===== config.mk =====
export PLATFORM = sky130hd
export DESIGN_NAME = mcrc_lane
export DESIGN_NICKNAME = d
export VERILOG_FILES = /design/src/hw/rtl/mcrc_pkg.sv /design/src/hw/rtl/mcrc_lane.sv
export SDC_FILE = /design/constraint.sdc
export NUM_CORES = 1
export LEC_CHECK = 0
export BUFFER_PORTS_ARGS = -buffer_cell sky130_fd_sc_hd__buf_2
export CAP_MARGIN = 20
export CORE_ASPECT_RATIO = 0.75
export CORE_UTILIZATION = 53
export DETAILED_ROUTE_END_ITERATION = 6
export PLACE_DENSITY = 0.89
export SETUP_SLACK_MARGIN = 0.4
export SYNTH_ARGS = -nofsm -noshare
export SYNTH_HDL_FRONTEND = slang
export SYNTH_SLANG_ARGS = --single-unit
export TNS_END_PERCENT = 50

===== constraint.sdc =====
create_clock -name vclk -period 5.8
set_clock_uncertainty 0.1 [all_clocks]
set_input_delay 0.58 -clock vclk [all_inputs]
set_output_delay 0.58 -clock vclk [all_outputs]
set_load 0.01 [all_outputs]

===== src/hw/rtl/mcrc_pkg.sv =====
`timescale 1ns / 1ps
// ---------------------------------------------------------------------------
// mcrc_pkg
// Shared types and constants of the color residual codec.
// ---------------------------------------------------------------------------
package mcrc_pkg;

  localparam int MAX_WIDTH = 4096;
  localparam int COL_W     = $clog2(MAX_WIDTH);
  localparam int WIDTH_W   = 13;
  localparam int PIX_W     = 24;
  localparam int CFG_IDX_W = 8;

  localparam logic [CFG_IDX_W-1:0] REG_DIRECTION = CFG_IDX_W'(0);
  localparam logic [CFG_IDX_W-1:0] REG_ROW_WIDTH = CFG_IDX_W'(1);

  localparam logic [WIDTH_W-1:0] ROW_WIDTH_RST = WIDTH_W'(MAX_WIDTH);

  typedef enum logic {
    DIR_ENCODE = 1'b0,
    DIR_DECODE = 1'b1
  } dir_t;

  // three planes: G in [0], R-G in [1], B-G in [2]
  typedef logic [2:0][7:0] planes_t;

endpackage


===== src/hw/rtl/mcrc_lane.sv =====
`timescale 1ns / 1ps
// ---------------------------------------------------------------------------
// mcrc_lane
// One plane: median edge predictor plus residual subtract or rebuild add.
// ---------------------------------------------------------------------------
module mcrc_lane (
  input  mcrc_pkg::dir_t dir,
  input  logic [7:0]     a,      // left
  input  logic [7:0]     b,      // upper
  input  logic [7:0]     c,      // upper-left
  input  logic [7:0]     x,      // plane value (encode) or residual (decode)
  output logic [7:0]     plane,  // rebuilt or current plane value
  output logic [7:0]     res     // residual (encode)
);

  logic [7:0] lo;
  logic [7:0] hi;
  logic [7:0] pred;

  always_comb begin
    lo = (a < b) ? a : b;
    hi = (a > b) ? a : b;
    if (c >= hi) begin
      pred = lo;
    end else if (c <= lo) begin
      pred = hi;
    end else begin
      pred = a + b - c;
    end
    res   = x - pred;
    plane = (dir == mcrc_pkg::DIR_ENCODE) ? x : x + pred;
  end

endmodule


==> results.yml, run 1 <==
detailed_routing:
  wl_per_cell_um: 25.0
  dr.pass1.iters: 6
  drc: 0
  via_per_inst: 6.92
  wirelength_um: 11000
  dr.first_iter.drc_count: 336
  via_count: 3036
  postRouteAntennaNets: 0
timing:
  tightest_slew_ps: 385
  min_period_ps: 6370
  maxSlewHeadroom_pct: 74.3
  finalHoldViolations: 0
  drv_slew: 0
  fin_crit_sh_pct: 110
  rsz0062_at_grt: "true"
  fin_ws_ps: -573
  fin_setup_tns_ps: -2780
  setup_viol: 9
  max_freq_ghz: 0.157
power:
  p_per_area_mw_per_mm2: 346
  totalPowerFinal_mw: 1.20
  peakVddDrop_uv: 313
  p_leak_nw: 1.69
yosys:
  synth.distinct_cells: 49
  synth_area_leaders: "ha_1, fa_1, mux2_2"
  synth_area_per_cell_um2: 7.96
  netlist.area_leader.share_pct: 25.9
  syn_nets: 367
  yosysTopAreaCell: "ha_1"
  yosysWarnings: 0
  syn_area_mm2: 0.00222
  yosysSeqAreaShare_pct: 0
  postSynthCellCount: 279
worst_setup_path:
  criticalPathCategory: "in -> out"
  endpoint: "plane[7]"
  arrival_ps: 5690
  cp-end-kind: "output pin"
  crit_chain: "buf_2 -> inv_1 -> ha_1 -> and4_1 -> nand2_1 -> nand2_2 -> mux2i_2 -> ha_1 -> nand2_1 -> o21ai_1 -> nand4_1 -> a32oi_2 -> buf_12 -> mux2i_2 -> ha_1 -> a21o_1 -> a221oi_4 -> a21oi_2 -> inv_2 -> nor3_2 -> nand3_1 -> o41ai_1 -> or4_1 -> buf_2"
  cp.required_ps: 5120
  critPathLaunch: "b[2]"
  path_common_cell: "ha_1"
  worst-path-max-fanout: 13
  slowest_delay_ps: 500
  critical_path.startpoint_type: "input pin"
  critPathSlowestCell: "or4_1"
status:
  violations: "setup timing"
  status: "complete, but fails checks"
finish:
  syn_to_final_growth_pct: 56.5
  nClkBuffers: 0
  final_nets: 477
  final_util_pct: 90.8
  seq_cell_count: 0
  antenna_cells: 0
  mostFrequentLayoutCells: "buf_4, buf_2, ha_1"
  fillCellCount: 139
  drive_gt1_share_pct: 53.0
  final_common_cell: "buf_4"
  register_area_um2: 0
floorplanning:
  die_y_um: 58.1
  rows: 19
  fp.dieW_um: 76.7
  start_util_pct: 58.0
  core_area_mm2: 0.00383
  ioPinCount: 49
  dieArea_mm2: 0.00446
global_route:
  gr-total-overflow: 0
  grt_pass1_wl_um: 12400
  grt_pass1_vias: 2703
  grt_start_max_net_pins: 14
  grtUsageTotal_pct: 35.4
  antenna_found_initial: 0
placement:
  io_buffer_count: 49
  place_hpwl_um: 5310
  pre_cts_slack_ps: -314
  gp_congestion: 0.910
job:
  maxCapViolCount: 0
worst_hold_path:
  holdCritStartpoint: "x[6]"
  min_path_type: "in -> out"
clocking:
  hold_buffers: 0
==> where the power goes <==
group | switching (mW) | total (mW) | internal (mW)
Clock | 0 | 0 | 0
Combinational | 0.613 | 1.20 | 0.589
Sequential | 0 | 0 | 0
==> logic make-up (layout without fill, tap and decap cells) <==
family                     Yosys count  count (layout)  share of synthesized area (%)
AOI/OAI and AO/OA                   66              66                           20.2
xor gates and xnor gates            21              21                           8.28
adders and majority gates           55              55                           34.0
buffers and inverters               44             152                           7.94
muxes                               32              32                           15.3
and+or+nand+nor                     61              61                           14.2
==> cells in the mapped netlist, types with 2 or more instances <==
cell / n
xor2_1: 7
nand4_1: 5
fa_1: 9
a21o_1: 8
xnor2_1: 14
nand2_1: 10
mux2i_1: 16
nor2_1: 21
o41ai_1: 2
nor2b_1: 5
o211ai_1: 2
ha_1: 46
nor3_1: 3
o21bai_1: 4
nand3_1: 3
buf_2: 3
inv_1: 37
nand2b_1: 3
o21ai_0: 9
mux2_2: 16
a21oi_1: 24
clkbuf_1: 3
and3_1: 2
a211oi_1: 2
==> area by class of cell <==
class                           count  area, um^2  share of cell area, %
Inverter                           37         161                   4.65
Multi-Input combinational cell    235        2420                   69.6
Tap cell                           52        65.1                   1.87
Timing Repair Buffer              115         828                   23.8
==> per-stage QoR <==
| step | cell area [um^2] | hold slack, ps | cells |
|---|---|---|---|
| after floorplan | 2360 | 1200 | 279 |
| after global placement | 2940 | 1410 | 417 |
| after detailed placement | 2940 | 1420 | 417 |
| after CTS | 3200 | 1400 | 427 |
| after global routing | 3470 | 1420 | 439 |
| final | 3470 | 1410 | 439 |
==> routing by layer <==
metal / wire length (um) / global-route usage [%] / vias up
li1: - / - / 1215
met1: 3710 / 40.0 / 1363
met2: 4810 / 67.3 / 316
met3: 1380 / 4.09 / 142
met4: 1070 / 16.5 / 0
met5: 0 / 0 / -
==> how the worst min path moves through the flow <==
stage	slack, ps	depth (start not counted)	endpoint
3_5_place_dp	1420	3	plane[4]
5_1_grt	1420	3	plane[6]
6_report	1410	3	plane[6]
2_1_floorplan	1200	2	plane[2]
3_3_place_gp	1410	3	plane[5]
4_1_cts	1400	3	plane[4]
==> what timing repair did <==
action	CTS	global route
setup endpoints to repair	11	14
buffers inserted	10	12
pin swaps	27	32
gates resized for setup	41	53
==> worst max-delay path: cells and delay by family <==
family          cells  cell delay, ps
mux                 2             610
buf+inv             5             660
compound gates      6            1390
simple gates        8            1610
fa+ha+maj           3             820
Power figures use the tool's default switching activity.
==> run 2, diff against run 1 <==
--- a/config.mk
+++ b/config.mk
@@ -5,7 +5,7 @@
 export SDC_FILE = /design/constraint.sdc
 export NUM_CORES = 1
 export LEC_CHECK = 0
-export BUFFER_PORTS_ARGS = -buffer_cell sky130_fd_sc_hd__buf_2
+export BUFFER_PORTS_ARGS = -buffer_cell sky130_fd_sc_hd__clkbuf_2
 export CAP_MARGIN = 20
 export CORE_ASPECT_RATIO = 0.75
 export CORE_UTILIZATION = 53
==> run 2 against run 1 <==
The flow still finishes with violations (setup timing). Largest power group unchanged. Non-clock buffer count rose by 5. Global-route usage rose by 1.3 points. Flip-flop and latch count unchanged. Critical endpoint unchanged. Combinational power rose by 6%. Critical path type unchanged. Fmax shrank 4.2%. Via count increased by 7.6%.
==> results.yml, run 2 (synthesis gave the netlist of run 1 again) <==
worst_hold_path:
  min_path_type: "in -> out"
  holdPathStages: 3
finish:
  register_area_um2: 0
  final_area_mm2: 0.00368
  fillCellCount: 83
  final_nets: 482
  instances_no_fill: 444
  syn_to_final_growth_pct: 65.7
  mostFrequentLayoutCells: "buf_4, clkbuf_2, inv_1"
  drive_gt1_share_pct: 53.8
  antenna_cells: 0
  final_common_cell: "buf_4"
  final_util_pct: 96.1
  nClkBuffers: 0
  seq_cell_count: 0
  multiInputGateArea_mm2: 0.00257
power:
  combPwrFrac_pct: 100.0
  netSwitchingFraction_pct: 52.2
  p_per_area_mw_per_mm2: 344
  p_clk_share_pct: 0
  switchingPower_mw: 0.661
  peakVddDrop_uv: 387
  pwr-share-seq_pct: 0
  p_leak_nw: 1.76
  internal_power_mw: 0.606
detailed_routing:
  dr.first_iter.drc_count: 555
  wl_per_cell_um: 29.0
  postRouteAntennaNets: 0
  dr.pass1.iters: 6
  via_per_inst: 7.36
  via_count: 3268
  drc: 0
  wirelength_um: 12900
placement:
  place_area_mm2: 0.00296
  place_hpwl_um: 5480
  gp_congestion: 1.02
  dp.cells: 419
  io_buffer_count: 49
global_route:
  gr-total-overflow: 0
  antenna_found_initial: 0
  grtUsageTotal_pct: 36.6
  grt_start_max_net_pins: 14
  grt_pass1_wl_um: 12900
  grt_pass1_vias: 2705
timing:
  drv_slew: 0
  rsz0062_at_grt: "true"
  max_freq_ghz: 0.150
  tightest_slew_ps: 507
  fin_ws_ps: -850
  finalHoldViolations: 0
  setup_viol: 12
  min_period_ps: 6650
  fin_setup_tns_ps: -5810
  fin_crit_sh_pct: 115
  maxSlewHeadroom_pct: 66.2
floorplanning:
  dieArea_mm2: 0.00446
  ioPinCount: 49
  start_util_pct: 58.0
  die_y_um: 58.1
  rows: 19
  fp.dieW_um: 76.7
  core_area_mm2: 0.00383
status:
  status: "complete, but fails checks"
  violations: "setup timing"
worst_setup_path:
  arrival_ps: 5970
  critical_path.startpoint_type: "input pin"
  cp.required_ps: 5120
  cp-end-kind: "output pin"
  worst-path-max-fanout: 11
  criticalPathCategory: "in -> out"
job:
  maxCapViolCount: 0
run 2: power groups by stage:
stage / Clock (mW) / Sequential (mW) / Combinational, mW
finish: 0 / 0 / 1.27
CTS: 0 / 0 / 0.937
detailed placement: 0 / 0 / 0.847
global route: 0 / 0 / 1.30
global placement: 0 / 0 / 0.809
floorplan: 0 / 0 / 0.551
run 2: final cells by class:
| type | count | share of cell area (%) |
|---|---|---|
| multi-input combinational | 235 | 69.8 |
| timing repair buffer | 120 | 24.3 |
| tap | 52 | 1.77 |
| inverter | 37 | 4.11 |
run 2: repair_timing:
item / 4_1_cts / 5_1_grt
pin swaps: 24 / 31
buffers inserted: 9 / 16
hold buffers: 0 / 0
resized for setup: 37 / 75
endpoints found under the setup margin: 12 / 14
run 2: critical path: stages:
cell and delay [ps]:
clkbuf_2 140, inv_2 130, ha_4 230, a21oi_4 210
a21oi_2 100, or2_4 300, buf_12 160, nor2_1 140
a21oi_1 130, ha_1 250, a21oi_1 440, o21ai_1 240
o22ai_4 240, buf_6 170, nor2_1 60, a21o_1 210
mux2i_2 210, ha_1 290, a21o_1 240, a221oi_4 370
a21oi_2 130, inv_2 100, nor3_1 60, nand3_1 80
o41ai_1 80, or4_1 520, clkbuf_2 150
run 2: metrics by stage:
step / hold slack, ps / total power [mW] / setup slack, ps
floorplan: 1200 / 0.551 / 157
finish: 1440 / 1.27 / -850
global route: 1450 / 1.30 / -1050
detailed placement: 1420 / 0.847 / -366
global placement: 1400 / 0.809 / -206
CTS: 1420 / 0.937 / 4.88
run 2: path summary, 6_finish.rpt:
path | end | startpoint
min | plane[5] | x[5]
max | plane[7] | b[3]
run 2: routing by layer:
layer | global-route usage [%] | vias to the layer above | wire [um]
li1 | - | 1219 | -
met1 | 43.7 | 1447 | 4230
met2 | 69.9 | 411 | 5290
met3 | 2.68 | 191 | 1860
met4 | 12.9 | 0 | 1500
met5 | 0 | - | 0
